--- src/design/ssd_pkg.sv ---
// Shared types, constants and glyph helpers for the seven-segment scan dimmer.
package ssd_pkg;

    localparam int NUM_DIGITS = 6;
    localparam int GLYPH_W    = 8;
    localparam int POS_W      = 3;
    localparam int DIM_W      = 5;
    localparam int THR_W      = 7;
    localparam int LIGHT_W    = 10;
    localparam int BIN_W      = 7;
    localparam int CFG_IDX_W  = 2;
    localparam int CFG_DATA_W = 8;

    localparam logic [GLYPH_W-1:0] DOT_BIT       = 8'h80;
    localparam logic [THR_W-1:0]   THR_DEFAULT   = 7'd50;
    localparam logic [THR_W-1:0]   THR_MAX       = 7'd99;
    localparam logic [DIM_W-1:0]   DIM_MAX       = 5'd16;
    localparam logic [DIM_W-1:0]   DIM_RESET     = 5'd0;
    localparam logic [GLYPH_W-1:0] STROBE_FIRST  = 8'h80;

    // Item kinds carried on tuser
    typedef enum logic {
        OP_TICK   = 1'b0,
        OP_UPDATE = 1'b1
    } ssd_op_t;

    // Configuration register indexes
    typedef enum logic [CFG_IDX_W-1:0] {
        CFG_LIGHT_THRESHOLD = 2'd0,
        CFG_DIM_SETTING     = 2'd1
    } ssd_cfg_idx_t;

    // Everything an update request writes into the scan state
    typedef struct packed {
        logic [NUM_DIGITS-1:0][GLYPH_W-1:0] glyph;
        logic                               skip_we;
        logic [DIM_W-1:0]                   skip;
    } ssd_upd_t;

    // Digit to segment pattern, segments a..g in bits 0..6
    function automatic logic [GLYPH_W-1:0] glyph_of(input logic [3:0] d);
        logic [GLYPH_W-1:0] g;
        unique case (d)
            4'd0:    g = 8'd63;
            4'd1:    g = 8'd6;
            4'd2:    g = 8'd91;
            4'd3:    g = 8'd79;
            4'd4:    g = 8'd102;
            4'd5:    g = 8'd109;
            4'd6:    g = 8'd125;
            4'd7:    g = 8'd7;
            4'd8:    g = 8'd127;
            default: g = 8'd111;
        endcase
        return g;
    endfunction

    // One-hot strobe, digit 0 on the top bit
    function automatic logic [GLYPH_W-1:0] strobe_of(input logic [POS_W-1:0] pos);
        return STROBE_FIRST >> pos;
    endfunction

endpackage

--- src/design/ssd_glyph_enc.sv ---
// Update decode: BCD time to six glyphs, ambient light to frame skip depth.
module ssd_glyph_enc
    import ssd_pkg::*;
(
    input  logic [7:0]         seconds_bcd,
    input  logic [7:0]         minutes_bcd,
    input  logic [7:0]         hours_bcd,
    input  logic [LIGHT_W-1:0] light_sample,
    input  logic [THR_W-1:0]   light_threshold,
    input  logic [DIM_W-1:0]   dim_setting,
    output ssd_upd_t           upd
);

    logic [BIN_W-1:0]   sec_bin, min_bin, hr_bin;
    logic [3:0]         sec_tens, sec_ones, min_tens, min_ones, hr_tens, hr_ones;
    logic [THR_W-1:0]   thr_eff;
    logic [DIM_W-1:0]   dim_eff;
    logic [LIGHT_W:0]   light_limit;
    logic               bright;

    // BCD to binary: low nibble plus ten times the masked high nibble
    function automatic logic [BIN_W-1:0] bcd_bin(input logic [3:0] lo, input logic [2:0] hi);
        return BIN_W'(lo) + BIN_W'(hi) * BIN_W'(10);
    endfunction

    // Split into tens and ones; times 205 then >> 11 is exact below 1024
    function automatic logic [3:0] tens_of(input logic [BIN_W-1:0] v);
        logic [BIN_W+8:0] prod;
        prod = (BIN_W+9)'(v) * (BIN_W+9)'(205);
        return prod[14:11];
    endfunction

    function automatic logic [3:0] ones_of(input logic [BIN_W-1:0] v, input logic [3:0] t);
        logic [BIN_W-1:0] r;
        r = v - BIN_W'(t) * BIN_W'(10);
        return r[3:0];
    endfunction

    assign sec_bin  = bcd_bin(seconds_bcd[3:0], seconds_bcd[6:4]);
    assign min_bin  = bcd_bin(minutes_bcd[3:0], minutes_bcd[6:4]);
    assign hr_bin   = bcd_bin(hours_bcd[3:0], {1'b0, hours_bcd[5:4]});

    assign sec_tens = tens_of(sec_bin);
    assign min_tens = tens_of(min_bin);
    assign hr_tens  = tens_of(hr_bin);
    assign sec_ones = ones_of(sec_bin, sec_tens);
    assign min_ones = ones_of(min_bin, min_tens);
    assign hr_ones  = ones_of(hr_bin, hr_tens);

    // Glyphs, dots after hours and minutes
    assign upd.glyph[5] = glyph_of(sec_ones);
    assign upd.glyph[4] = glyph_of(sec_tens);
    assign upd.glyph[3] = glyph_of(min_ones) | DOT_BIT;
    assign upd.glyph[2] = glyph_of(min_tens);
    assign upd.glyph[1] = glyph_of(hr_ones) | DOT_BIT;
    assign upd.glyph[0] = glyph_of(hr_tens);

    // Out-of-range settings fall back to defaults / saturate
    assign thr_eff = (light_threshold == '0 || light_threshold > THR_MAX) ?
                     THR_DEFAULT : light_threshold;
    assign dim_eff = (dim_setting > DIM_MAX) ? DIM_MAX : dim_setting;

    // light/10 > thr  <=>  light >= 10*(thr+1)
    assign light_limit = (LIGHT_W+1)'(thr_eff) * (LIGHT_W+1)'(10) + (LIGHT_W+1)'(10);
    assign bright      = {1'b0, light_sample} >= light_limit;

    // Even seconds value iff the low BCD bit is clear
    assign upd.skip_we = ~seconds_bcd[0];
    assign upd.skip    = bright ? '0 : dim_eff;

endmodule

--- src/design/ssd_scan.sv ---
// Scan state: glyph store, digit position, dim counter and the result register.
module ssd_scan
    import ssd_pkg::*;
(
    input  logic                aclk,
    input  logic                aresetn,
    input  logic                in_valid,
    input  ssd_op_t             in_op,
    input  ssd_upd_t            upd,
    output logic                advance,
    output logic                m_tvalid,
    input  logic                m_tready,
    output logic [GLYPH_W-1:0]  digit_drive,
    output logic [GLYPH_W-1:0]  segment_drive
);

    logic [NUM_DIGITS-1:0][GLYPH_W-1:0] glyph_reg;
    logic [POS_W-1:0]   pos_reg, pos_next, pos_eff;
    logic [DIM_W-1:0]   dim_reg, dim_next, dim_inc;
    logic [DIM_W-1:0]   skip_reg;
    logic               out_valid_reg, out_valid_next;
    logic [GLYPH_W-1:0] digit_reg, seg_reg;
    logic               is_tick, last_digit;

    // An update never waits; a tick needs room in the result register
    assign is_tick = (in_op == OP_TICK);
    assign advance = in_valid && (!is_tick || !out_valid_reg || m_tready);

    assign pos_eff    = (pos_reg >= POS_W'(NUM_DIGITS)) ? '0 : pos_reg;
    assign last_digit = (pos_eff == POS_W'(NUM_DIGITS - 1));
    assign dim_inc    = dim_reg + DIM_W'(1);

    // Position advances per tick; the dim counter advances when the position wraps
    always_comb begin
        pos_next = pos_reg;
        dim_next = dim_reg;
        if (advance && is_tick) begin
            if (last_digit) begin
                pos_next = '0;
                dim_next = (dim_inc > skip_reg) ? '0 : dim_inc;
            end else begin
                pos_next = pos_eff + POS_W'(1);
            end
        end
    end

    always_comb begin
        out_valid_next = out_valid_reg;
        if (advance && is_tick)
            out_valid_next = 1'b1;
        else if (m_tready)
            out_valid_next = 1'b0;
    end

    // Control state
    always_ff @(posedge aclk) begin
        if (!aresetn) begin
            pos_reg       <= '0;
            dim_reg       <= '0;
            skip_reg      <= '0;
            glyph_reg     <= '0;
            out_valid_reg <= 1'b0;
        end else begin
            pos_reg       <= pos_next;
            dim_reg       <= dim_next;
            out_valid_reg <= out_valid_next;
            if (advance && !is_tick) begin
                glyph_reg <= upd.glyph;
                if (upd.skip_we)
                    skip_reg <= upd.skip;
            end
        end
    end

    // Result payload
    always_ff @(posedge aclk) begin
        if (advance && is_tick) begin
            digit_reg <= strobe_of(pos_eff);
            seg_reg   <= (dim_reg == '0) ? glyph_reg[pos_eff] : '0;
        end
    end

    assign m_tvalid      = out_valid_reg;
    assign digit_drive   = digit_reg;
    assign segment_drive = seg_reg;

endmodule

--- src/design/seven_segment_clock_scan_dimmer_core.sv ---
// Path: an accepted request is registered at the input; a tick then loads the result register.
// Throughput: one request per clock unless a tick waits on a stalled result; the input
//   and result registers decouple both sides, and an update request produces no result.
// Reset: synchronous, active low aresetn clears scan position, dim counter, frame skip,
//   glyph store, valid flags and sets configuration to its defaults.
// Top level: input register, configuration registers, update decode and scan state.
module seven_segment_clock_scan_dimmer_core
    import ssd_pkg::*;
(
    input  logic                  aclk,
    input  logic                  aresetn,
    input  logic                  s_tvalid,
    output logic                  s_tready,
    input  logic [39:0]           s_tdata,  // seconds_bcd, minutes_bcd, hours_bcd, light_sample, pad
    input  logic                  s_tuser,  // opcode
    output logic                  m_tvalid,
    input  logic                  m_tready,
    output logic [15:0]           m_tdata,  // digit_drive, segment_drive
    input  logic                  cfg_valid,
    output logic                  cfg_ready,
    input  logic [CFG_IDX_W-1:0]  cfg_index,
    input  logic [CFG_DATA_W-1:0] cfg_data
);

    logic               in_valid_reg;
    ssd_op_t            in_op_reg;
    logic [7:0]         sec_reg, min_reg, hr_reg;
    logic [LIGHT_W-1:0] light_reg;
    logic [THR_W-1:0]   thr_reg;
    logic [DIM_W-1:0]   dim_set_reg;
    logic               advance;
    ssd_upd_t           upd;
    logic [GLYPH_W-1:0] digit_drive, segment_drive;

    assign s_tready  = !in_valid_reg || advance;
    assign cfg_ready = 1'b1;

    // Input register
    always_ff @(posedge aclk) begin
        if (!aresetn) begin
            in_valid_reg <= 1'b0;
        end else if (s_tready) begin
            in_valid_reg <= s_tvalid;
        end
    end

    always_ff @(posedge aclk) begin
        if (s_tvalid && s_tready) begin
            in_op_reg <= ssd_op_t'(s_tuser);
            sec_reg   <= s_tdata[7:0];
            min_reg   <= s_tdata[15:8];
            hr_reg    <= s_tdata[23:16];
            light_reg <= s_tdata[33:24];
        end
    end

    // Configuration registers
    always_ff @(posedge aclk) begin
        if (!aresetn) begin
            thr_reg     <= THR_DEFAULT;
            dim_set_reg <= DIM_RESET;
        end else if (cfg_valid && cfg_ready) begin
            if (cfg_index == CFG_LIGHT_THRESHOLD)
                thr_reg <= cfg_data[THR_W-1:0];
            else if (cfg_index == CFG_DIM_SETTING)
                dim_set_reg <= cfg_data[DIM_W-1:0];
        end
    end

    ssd_glyph_enc u_enc (
        .seconds_bcd     (sec_reg),
        .minutes_bcd     (min_reg),
        .hours_bcd       (hr_reg),
        .light_sample    (light_reg),
        .light_threshold (thr_reg),
        .dim_setting     (dim_set_reg),
        .upd             (upd)
    );

    ssd_scan u_scan (
        .aclk          (aclk),
        .aresetn       (aresetn),
        .in_valid      (in_valid_reg),
        .in_op         (in_op_reg),
        .upd           (upd),
        .advance       (advance),
        .m_tvalid      (m_tvalid),
        .m_tready      (m_tready),
        .digit_drive   (digit_drive),
        .segment_drive (segment_drive)
    );

    assign m_tdata = {segment_drive, digit_drive};

endmodule

--- config.mk ---
export PLATFORM = sky130hd
export DESIGN_NAME = seven_segment_clock_scan_dimmer_core
export DESIGN_NICKNAME = d
export VERILOG_FILES = /design/src/design/ssd_pkg.sv /design/src/design/ssd_glyph_enc.sv /design/src/design/ssd_scan.sv /design/src/design/seven_segment_clock_scan_dimmer_core.sv
export SDC_FILE = /design/constraint.sdc
export NUM_CORES = 1
export LEC_CHECK = 0
export ABC_AREA = 1
export BUFFER_PORTS_ARGS = -buffer_cell sky130_fd_sc_hd__buf_4
export CAP_MARGIN = 20
export CORE_MARGIN = 3
export CORE_UTILIZATION = 40
export CTS_BUF_LIST = sky130_fd_sc_hd__clkbuf_2
export CTS_CLUSTER_SIZE = 20
export DETAILED_ROUTE_END_ITERATION = 8
export PLACE_DENSITY = 0.59
export SYNTH_ARGS = -nofsm -noshare
export SYNTH_HDL_FRONTEND = slang
export SYNTH_SLANG_ARGS = --single-unit
--- constraint.sdc ---
create_clock -name aclk -period 7.4 [get_ports aclk]
set_clock_uncertainty 0.1 [all_clocks]
set_input_delay 0.37 -clock aclk [delete_from_list [all_inputs] [get_ports aclk]]
set_output_delay 0.37 -clock aclk [all_outputs]
set_load 0.05 [all_outputs]
# Word level (Yosys, flattened, before mapping)
# Memory sizes are Yosys's and may differ from the RTL's. A register that Yosys moved wholly into a read port is not among the register bits.
# Cells that the tools add are included.
# op_classes
order_cmp	6
bitwise	3
n_shift	1
reduce_logical	24
n_eq_ne	2
mux	10
multipliers	10
add_sub_neg	9
# ops
cell	n
7-bit by 8-bit multiplier with 15-bit output (second input constant)	3
8-bit binary-select mux with 3-bit select	1
5-bit 2-to-1 mux	3
4-bit by 7-bit adder with 7-bit output	2
3-bit by 3-bit multiplier with 6-bit output (second input constant)	2
4-bit by 3-bit multiplier with 3-bit output (second input constant)	3
4-bit subtractor	3
11-bit by 4-bit adder with 11-bit output (second input constant)	1
10-bit by 11-bit greater-or-equal comparator with 1-bit output	1
7-bit by 3-bit multiplier with 10-bit output (second input constant)	1
1-bit zero test	8
8-bit 2-to-1 mux	1
8-bit by 3-bit right shift with 8-bit output (first input constant)	1
4-bit by 6-bit adder with 7-bit output	1
7-bit > comparator (second input constant)	1
7-bit zero test	1
7-bit 2-to-1 mux	1
3-bit 2-to-1 mux	2
2-bit AND reduction	3
5-bit by 1-bit adder with 5-bit output (second input constant)	1
5-bit > comparator	1
5-bit > comparator (second input constant)	1
5-bit zero test	1
2-bit by 3-bit multiplier with 5-bit output (second input constant)	1
12 further kinds	21
# totals
mem_bits_ro	672
inputBits	56
memories	6
register_bits	122
# mem_list
memory	depth	width	read_ports	rd_ports_with_merged_regs	write_ports	line_no	source
(no name shown)	16	7	1	1	0	ssd_pkg.sv:43	unique case (d)
(no name shown)	16	7	1	1	0	ssd_pkg.sv:43	
(no name shown)	16	7	1	1	0	ssd_pkg.sv:43	
(no name shown)	16	7	1	1	0	ssd_pkg.sv:43	
(no name shown)	16	7	1	1	0	ssd_pkg.sv:43	
(no name shown)	16	7	1	1	0	ssd_pkg.sv:43	

# Longest topological paths before layout
# Gate-level depths: netlist of run 1.
# logic_depth
word_depth	7
depth_mapped	33
depth_no_buf	33

# By module
# A second synthesis of run 1 with hierarchy kept.
# hier_totals
hier_cells	1298
hier_area_um2	10202.3
# by_module_without_submodules
module	area_per_inst_um2	cells_per_inst	n_inst
ssd_glyph_enc	5248.8	742	1
ssd_scan	3345.7	440	1
seven_segment_clock_scan_dimmer_core	1607.8	116	1

# Worst setup path after synthesis of run 1
# Ideal clock, no wire load.
# synth_path
path_kind	register to register
start	register sec_reg[4]
end	register u_scan.glyph_reg[40] (netlist name)
path_buffers	0
period_less_slack_ps	5571
setup_ps	57
t_arrival_ps	5413
path_stages_with_launch	29
required_ps	7243
slack_ps	1829
cell_sequence	edfxtp_1 > ha_1 > ha_1 > nand3_1 > nand3_1 > and3_1 > xor2_1 > ha_1 > ha_1 > fa_1 > inv_1 > fa_1 > inv_1 > ha_1 > nand2_1 > inv_1 > nand2_1 > nand2_1 > nand2_1 > nand3_1 > nand2_1 > inv_1 > ha_1 > fa_1 > inv_1 > or2_2 > o21ai_0 > o31ai_2 > inv_1
# synth_between
elab_chain_len	5
# synth_lines
element	line_no	source
start, declared	seven_segment_clock_scan_dimmer_core.sv:27	logic [7:0] sec_reg, min_reg, hr_reg;
start signal, assigned	seven_segment_clock_scan_dimmer_core.sv:50	sec_reg <= s_tdata[7:0];
3-bit by 3-bit multiplier with 6-bit output (*)	ssd_glyph_enc.sv:23	return BIN_W'(lo) + BIN_W'(hi) * BIN_W'(10);
4-bit by 7-bit adder with 7-bit output (*)	ssd_glyph_enc.sv:23	
7-bit by 8-bit multiplier with 15-bit output	ssd_glyph_enc.sv:29	prod = (BIN_W+9)'(v) * (BIN_W+9)'(205);
4-bit by 3-bit multiplier with 3-bit output	ssd_glyph_enc.sv:35	r = v - BIN_W'(t) * BIN_W'(10);
4-bit subtractor (*)	ssd_glyph_enc.sv:35	
end, declared	ssd_scan.sv:17	logic [NUM_DIGITS-1:0][GLYPH_W-1:0] glyph_reg;
# Mark *: on every way between the ends. The rest lies on a longest branch, timed or not.
# A chain may end at the register's enable or synchronous reset.

# Final worst setup path of run 1
# Ends and elaborated chain as after synthesis.

==> impl_metrics.yaml, run 1 <==
run_status:
  status: "complete, no violations"
global_route:
  met1_usage: 0.213
  busiest_layer: "met2"
  track_usage: 0.161
  grt_util_met3: 0.0282
  antenna_found_initial: 1
  grt_overflow_total: 0
  grt_max_degree: 48
  use_met2: 0.277
  grt_pass1_wl_um: 34500
  grt_pass1_vias: 7584
power_and_ir_drop:
  netSwitchingFraction: 0.522
  p_clk_frac: 0.102
  power_frac_comb: 0.715
  pwr-share-seq: 0.183
  p_int_mw: 1.96
  p_switching_mw: 2.14
  power_density_mw_per_mm2: 365
  peakVddDrop_mv: 0.189
  power.total_mw: 4.11
  p_leak_nw: 5.69
place:
  place_hpwl_um: 15500
  io_buffers: 62
  gp_congestion: 0.811
  pre_cts_ws_ns: 1.27
  dpl_cell_area_mm2: 0.0105
sta:
  finalSetupViolCount: 0
  setup_ws_ns: 1.30
  relSlewSlack: 0.463
  period_needed_ns: 6.10
  tns_ns: 0
  drv_slew: 0
  tightest_slew_ns: 0.805
  fmax_ghz: 0.164
  grt_setup_unrepaired: "no"
  finalHoldViolCount: 0
  finalCritPeriodShare: 0.824
cts:
  clock-sinks: 117
  cts-root-buf: "clkbuf_2"
  cts_setup_buffers: 0
  insertion_delay_ns: 0.69
  cts_resized: 0
  hold_buffers: 53
  cts_tree: "yes"
  path_clk_slew_ns: 0.21
  cts_inserted_buffers: 17
  cts-htree-levels: 4
  cts_buffer_depth: 2
worst_setup_path:
  path_class: "register to register"
  cpMostUsedCell: "inv_1"
  critPathCaptureType: "register"
  worstPathRequired_ns: 7.89
  critPathLaunchType: "register"
  crit_path_top_delay_cell: "fa_1"
  slowest_delay_ns: 0.58
  crit_start: "sec_reg[4]"
  cp_max_fo: 7
  reg2reg_from: "sec_reg[4]"
  critPathArrivalTime_ns: 6.58
synthesis:
  synth_common_cells: "inv_1, nand2_1, ha_1"
  synthSimpleGateAreaFrac: 0.187
  ys.flop_type: "dfxtp_1"
  synth_most_common_cell: "inv_1"
  synthTopCellsByArea: "ha_1, edfxtp_1, dfxtp_1, inv_1, nand2_1"
  synth_adder_area_share: 0.288
  synth_compound_area_frac: 0.108
  yosys_warnings: 0
  syn_inst: 1172
  synth_seq_area_share: 0.291
  synth_top_area_frac: 0.230
  ys_types: 54
  synth_area_per_cell_um2: 8.25
  synth.ff_latch_count: 117
  yosysTopAreaCell: "ha_1"
  ys_async_sr_fraction: 0
  synth_xor_area_frac: 0.0270
  synth_area_mm2: 0.00967
  synth_mux_area_frac: 0
  synth_top_family_by_area: "adder cells"
  synth_edf_count: 47
route:
  num_vias: 7642
  drt_iter0_drc: 348
  wl_per_cell_um: 12.2
  drt.antenna.violating_nets: 0
  routed_wl_um: 19900
  vias_per_cell: 4.70
  firstDrtPassIters: 6
  drc: 0
floorplan:
  io_pins: 75
  initial_utilization: 0.410
  dieArea_mm2: 0.0261
  die_h_um: 162
  die_w_um: 162
  row_count: 56
  core_area_mm2: 0.0236
finish:
  final_area_mm2: 0.0113
  area_delta_synth_final_pct: 16.4
  largest_reg_flops: 43
  final_layout_size_suffix_gt1_frac: 0.127
  fillCellCount: 2330
  post-route-util: 0.477
  fin_nets: 1554
min_path:
  min_from: "cfg_valid"
  hold_path_class: "input port to register"
job:
  drv_cap: 0
[area by class of cell]
cell class	instances	area [um2]	area share
multi-input combinational	807	5940	0.527
sequential	117	2810	0.250
inverter	231	867	0.0770
antenna	1	2.50	0.000222
clock inverter	13	133	0.0118
timing repair buffer	118	1020	0.0904
clock buffer	19	95.1	0.00844
tap	319	399	0.0354
[critical path: cells and delay by family (launching register included)]
family / cells / cell delay [ns]
adder cells (fa/ha/maj): 8 / 3.13
flip-flops: 1 / 0.45
AND/OR/NAND/NOR: 8 / 0.81
AO/OA/AOI/OAI: 2 / 0.30
XOR/XNOR: 2 / 0.70
buffers and inverters: 7 / 0.50
[power by group through the flow]
stage               combinational (mW)  clock (mW)  sequential, mW
floorplan                         2.35           0           0.768
global placement                  2.89           0           0.766
detailed placement                2.94           0           0.767
CTS                               2.98       0.437           0.753
global route                      3.49       0.462           0.758
finish                            2.94       0.417           0.752
[cells by family (layout without fill, tap and decap cells)]
family / Yosys count / count (layout)
AOI/OAI and AO/OA: 174 / 174
buffers and inverters: 249 / 381
DFF: 117 / 117
adders and majority gates: 206 / 206
xor gates and xnor gates: 29 / 29
and+or+nand+nor: 395 / 395
other: 2 / 4
[metal layers]
layer  routed length (um)  up-vias
li1                     -     4065
met1                 9760     3468
met2                 9370       93
met3                  597       16
met4                  175        0
met5                    0        -
[cells in the final DEF (no fill, tap or decap), types with 3 or more instances in the layout]
cell type      instances
o31ai_2                3
o31ai_1                3
a211oi_1               7
a311oi_1               7
o21bai_1               4
nand2_1              199
a41oi_1                3
nand3_2                8
nand4_1               13
a31oi_1                3
nand3_1               48
clkbuf_2              19
nor3_1                 6
a21oi_2                3
nor2_2                 7
buf_4                 65
dlygate4sd3_1         53
inv_2                 12
nand2_2               15
o21ai_1                8
xnor2_1                6
nor2_1                71
xor2_1                22
edfxtp_1              47
fa_1                  28
clkinv_1               4
or2_1                  4
nand2_4                6
dfxtp_1               70
ha_1                 178
conb_1                 3
a221oi_1               3
o21ai_0               54
o211ai_1               4
a21oi_1               60
clkinvlp_4             4
or2_2                 10
inv_1                218
[through the flow]
| stage | hold WS, ns | instances |
|---|---|---|
| 5_1_grt | 0.0335 | 1625 |
| 2_1_floorplan | 0.324 | 1173 |
| 6_report | 0.0812 | 1625 |
| 3_5_place_dp | 0.346 | 1539 |
| 3_3_place_gp | 0.337 | 1539 |
| 4_1_cts | 0.00432 | 1624 |
[path summary, 6_finish.rpt]
check	endpoint	slack, ns	depth (start not counted)
max	u_scan.glyph_reg[40]	1.30	27
max reg2reg	u_scan.glyph_reg[40]	1.30	27
min	dim_set_reg[4]	0.08	3
min reg2reg	dim_set_reg[1]	0.37	2
(Power assumes the default switching activity.)
==> run 2, diff against run 1 <==
- PLACE_DENSITY: 0.59 -> 0.61
- clock period: 7.4 -> 5.1 ns (I/O delays scaled with it)
==> run 2 against run 1 <==
  * The flow now finishes with violations (setup timing)
  * Routed wire length grew 17%
  * Global-route usage grew 1.9 points
  * First-iteration DRC count is the same
  * Utilization grew 9.8 points
  * Largest cell class unchanged
  * Final cell count rose by 7.4%
  * Count of clock-buffer cells in the layout is the same
  * Sequential share of layout area down 4.3 points
  * Register-to-register slack worse by 1.7 ns
  * Critical path depth rose by 4
  * Critical endpoint is now u_scan.glyph_reg[45]
  * Sequential power increased by 46%
  * Flip-flop and latch count is the same
==> impl_metrics.yaml, run 2 (same netlist as run 1, synthesis figures left out) <==
worst_setup_path:
  r2r_cells: 31
  crit_path_top_delay_cell: "fa_1"
  critPathLaunchType: "register"
  critPathCaptureType: "register"
  crit_family: "adder cells"
  worstPathRequired_ns: 5.63
  cp_num_cells: 31
  slowest_delay_ns: 0.54
  cp_max_fo: 7
  critical_path_buf_inv_count: 8
  critPathArrivalTime_ns: 6.03
  path_class: "register to register"
min_path:
  hold_path_depth: 2
  hold_path_class: "input port to register"
sta:
  finalHoldViolCount: 0
  tightest_slew_ns: 0.773
  drv_slew: 0
  grt_setup_unrepaired: "yes"
  relSlewSlack: 0.482
  fmax_ghz: 0.182
  whs_ns: 0.136
  finalCritPeriodShare: 1.08
  finalSetupViolCount: 22
  setup_ws_ns: -0.396
  period_needed_ns: 5.50
finish:
  final_layout_size_suffix_gt1_frac: 0.341
  fin_nets: 1673
  mostFrequentLayoutCell: "inv_1"
  final_cell_mix: "inv_1, buf_4, nand2_1"
  final-seq-area_mm2: 0.00281
  multi_input_area_mm2: 0.00725
  fillCellCount: 2038
  area_delta_synth_final_pct: 40.4
  largest_reg_flops: 43
place:
  pre_cts_ws_ns: -0.375
  io_buffers: 62
  place_hpwl_um: 16600
  gp_congestion: 0.838
route:
  firstDrtPassIters: 4
  routed_wl_um: 23300
  drt_iter0_drc: 348
  num_vias: 8293
  drt.antenna.violating_nets: 0
  wl_per_cell_um: 13.3
  vias_per_cell: 4.75
  drc: 0
cts:
  cts_tree: "yes"
  cts-root-buf: "clkbuf_2"
  clock-sinks: 117
  insertion_delay_ns: 0.72
  path_clk_slew_ns: 0.23
  cts-htree-levels: 4
  cts_buffer_depth: 2
  cts_inserted_buffers: 17
floorplan:
  core_area_mm2: 0.0236
  io_pins: 75
  die_h_um: 162
  die_w_um: 162
  dieArea_mm2: 0.0261
  row_count: 56
  initial_utilization: 0.410
global_route:
  track_usage: 0.180
  grt_max_degree: 48
  antenna_found_initial: 1
  grt_pass1_vias: 8239
  grt_overflow_total: 0
  grt_pass1_wl_um: 38600
job:
  drv_cap: 0
power_and_ir_drop:
  p_leak_nw: 6.40
  peakVddDrop_mv: 0.412
  power_density_mw_per_mm2: 701
  power.total_mw: 9.51
run_status:
  status: "finished, violations left"
  violations: "setup timing"
-- run 2: changes by cell type in the layout (fill, tap and decap cells not counted), sizes merged --
cell         change
clkinvlp         -2
inv              +2
dlygate4sd3      +9
bufinv           +2
buf            +110
clkinv           -2
diode            +1
-- run 2: metrics by stage --
stage | setup TNS (ns) | utilization | std cells | area (um2)
6_report | -4.25 | 0.575 | 1745 | 13600
5_1_grt | -12.42 | 0.575 | 1745 | 13600
4_1_cts | -5.13 | 0.548 | 1730 | 12900
3_5_place_dp | -7.75 | 0.486 | 1619 | 11500
3_3_place_gp | -6.31 | 0.486 | 1619 | 11500
2_1_floorplan | -1.90 | - | 1173 | 10000
-- run 2: final cells by class --
type	instances	area share
multi-input cells	807	0.533
well taps	319	0.0294
clock buffers	19	0.00700
flip-flops and latches	117	0.207
clock inverters	13	0.0132
repair buffers	237	0.145
diodes	2	0.000368
inverters	231	0.0646
-- run 2: per-layer routing --
metal,vias up,global-route usage,wire [um]
met2,120,0.309,11400
met5,-,0,0
li1,4309,-,-
met4,0,0.0434,345
met1,3841,0.234,10700
met3,23,0.0349,820
-- run 2: timing repair --
item,in CTS,in global routing
hold buffers,62,0
hold endpoints to repair,66,0
setup buffers,17,15
endpoints found under the setup margin,35,42
pin swaps,75,70
gates cloned,0,0
gates resized for setup,94,128
-- run 2: worst reg2reg max path, delay by kind of cell (launching register included) --
family,cells,cell delay (ns)
DFF,1,0.52
AOI/OAI and AO/OA,1,0.12
buffers and inverters,8,0.46
and+or+nand+nor,11,0.93
adders and majority gates,9,2.88
xor gates and xnor gates,2,0.41
-- run 2: worst paths after layout --
| path | end | slack (ns) | start |
|---|---|---|---|
| max | u_scan.glyph_reg[45] | -0.40 | sec_reg[4] |
| min | light_reg[9] | 0.14 | s_tdata[33] |
| max reg2reg | u_scan.glyph_reg[45] | -0.40 | sec_reg[4] |
| min reg2reg | u_scan.glyph_reg[15] | 0.37 | u_scan.glyph_reg[15] |
-- run 2: power by group --
group          total, mW  internal [mW]  switching [mW]
logic               7.71           3.59            4.12
registers           1.10           1.05          0.0456
clock network      0.709          0.327           0.382
total               9.51           4.97            4.55
==> run 3, diff against run 2 <==
- PLACE_DENSITY: 0.61 -> 0.59
- clock period: 5.1 -> 6.46 ns (I/O delays scaled with it)
==> run 3 against run 2 <==
  * The flow now finishes without violations
  * Fmax decreased by 7.9%
  * Utilization decreased by 9.1 points
  * Critical path depth decreased by 2
  * Largest cell class unchanged
==> impl_metrics.yaml, run 3 (same netlist as run 1, synthesis figures left out) <==
run_status:
  status: "complete, no violations"
sta:
  tightest_slew_ns: 0.818
  finalHoldViolCount: 0
  drv_slew: 0
  period_needed_ns: 5.97
  relSlewSlack: 0.454
  finalCritPeriodShare: 0.923
  finalSetupViolCount: 0
  grt_setup_unrepaired: "yes"
  tns_ns: 0
  fmax_ghz: 0.168
cts:
  clock-sinks: 117
  cts-htree-levels: 4
  cts_buffer_depth: 2
  cts-root-buf: "clkbuf_2"
  cts_inserted_buffers: 17
  path_clk_slew_ns: 0.21
  insertion_delay_ns: 0.70
  cts_tree: "yes"
global_route:
  grt_overflow_total: 0
  track_usage: 0.164
  grt_max_degree: 48
  grt_pass1_wl_um: 35200
  antenna_found_initial: 1
  grt_pass1_vias: 7640
route:
  drt.antenna.violating_nets: 0
  drc: 0
  routed_wl_um: 20300
  drt_iter0_drc: 302
  top_layer: "met4"
  firstDrtPassIters: 5
  wl_met1_um: 9910
  num_vias: 7672
  wl_per_cell_um: 12.5
  met3_length_um: 637
  vias_per_cell: 4.70
  dr_wl_met2_um: 9520
finish:
  largest_reg_flops: 43
  mostFrequentLayoutCell: "inv_1"
  final_layout_size_suffix_gt1_frac: 0.136
  final_area_mm2: 0.0114
  post-route-util: 0.484
  area_delta_synth_final_pct: 18.2
  final_cell_mix: "inv_1, nand2_1, ha_1"
  fillCellCount: 2293
  fin_nets: 1562
floorplan:
  dieArea_mm2: 0.0261
  die_h_um: 162
  initial_utilization: 0.410
  die_w_um: 162
  io_pins: 75
  row_count: 56
  core_area_mm2: 0.0236
min_path:
  hold_path_class: "input port to register"
power_and_ir_drop:
  p_leak_nw: 5.78
  power_density_mw_per_mm2: 433
  peakVddDrop_mv: 0.218
worst_setup_path:
  crit_family: "adder cells"
  critical_path_buf_inv_count: 6
  cp_max_fo: 7
  worstPathRequired_ns: 7.02
  critPathCaptureType: "register"
  critPathLaunchType: "register"
  critPathArrivalTime_ns: 6.53
  crit_path_top_delay_cell: "fa_2"
  slowest_delay_ns: 0.61
  path_class: "register to register"
job:
  drv_cap: 0
place:
  place_hpwl_um: 15800
  dpl_cell_area_mm2: 0.0105
  gp_congestion: 0.825
  io_buffers: 62
run 3: cell types whose count changed in the layout (fill, tap and decap cells not counted), sizes merged:
| cell | previous run | this run |
|---|---|---|
| buf | 175 | 68 |
| dlygate4sd3 | 62 | 58 |
| clkinv | 4 | 7 |
| clkbuf | 19 | 17 |
| clkinvlp | 2 | 0 |
| diode | 2 | 1 |
| inv | 234 | 235 |
run 3: layer usage:
| layer | up-vias | track usage |
|---|---|---|
| met5 | - | 0 |
| met1 | 3479 | 0.216 |
| met2 | 85 | 0.281 |
| met4 | 0 | 0.0418 |
| li1 | 4087 | - |
| met3 | 21 | 0.0285 |
run 3: worst paths after layout:
check / cells past startpoint / slack (ns) / end / from
worst max register to register: 29 / 0.49 / u_scan.glyph_reg[40] / sec_reg[6]
worst min-delay path: 4 / 0.1 / dim_set_reg[2] / cfg_valid
worst min register to register: 2 / 0.37 / dim_set_reg[3] / dim_set_reg[3]
worst max-delay path: 29 / 0.49 / u_scan.glyph_reg[40] / sec_reg[6]
run 3: layout make-up:
type,count,area (um2),share of cell area
multi-input combinational,807,5960,0.521
antenna,1,2.50,0.000219
clock buffer,17,85.1,0.00744
sequential,117,2810,0.246
timing repair buffer,126,1090,0.0954
tap,319,399,0.0349
clock inverter,15,220,0.0193
inverter,231,867,0.0758
run 3: power breakdown:
group / internal (mW) / switching (mW)
clock: 0.267 / 0.329
combinational: 1.31 / 2.18
sequential: 0.829 / 0.0333
total: 2.41 / 2.55
run 3: worst min-delay path: cells and delay by family:
family | cells | cell delay (ns)
compound gates | 2 | 0.22
simple gates | 1 | 0.21
buf+inv | 1 | 0.11
run 3: repair_timing:
action,in CTS,in global routing
buffers inserted,0,0
hold buffers,58,0
resized for setup,0,6
hold endpoints to repair,65,0
setup endpoints to repair,0,14
run 3: metrics by stage:
step	setup slack, ns	instances	total power [mW]	hold slack [ns]
3_5_place_dp	0.370	1542	4.33	0.347
5_1_grt	0.00701	1633	5.62	0.0661
4_1_cts	0.330	1632	4.98	0.0389
2_1_floorplan	0.889	1173	3.58	0.322
3_3_place_gp	0.483	1542	4.24	0.337
6_report	0.495	1633	4.95	0.0973
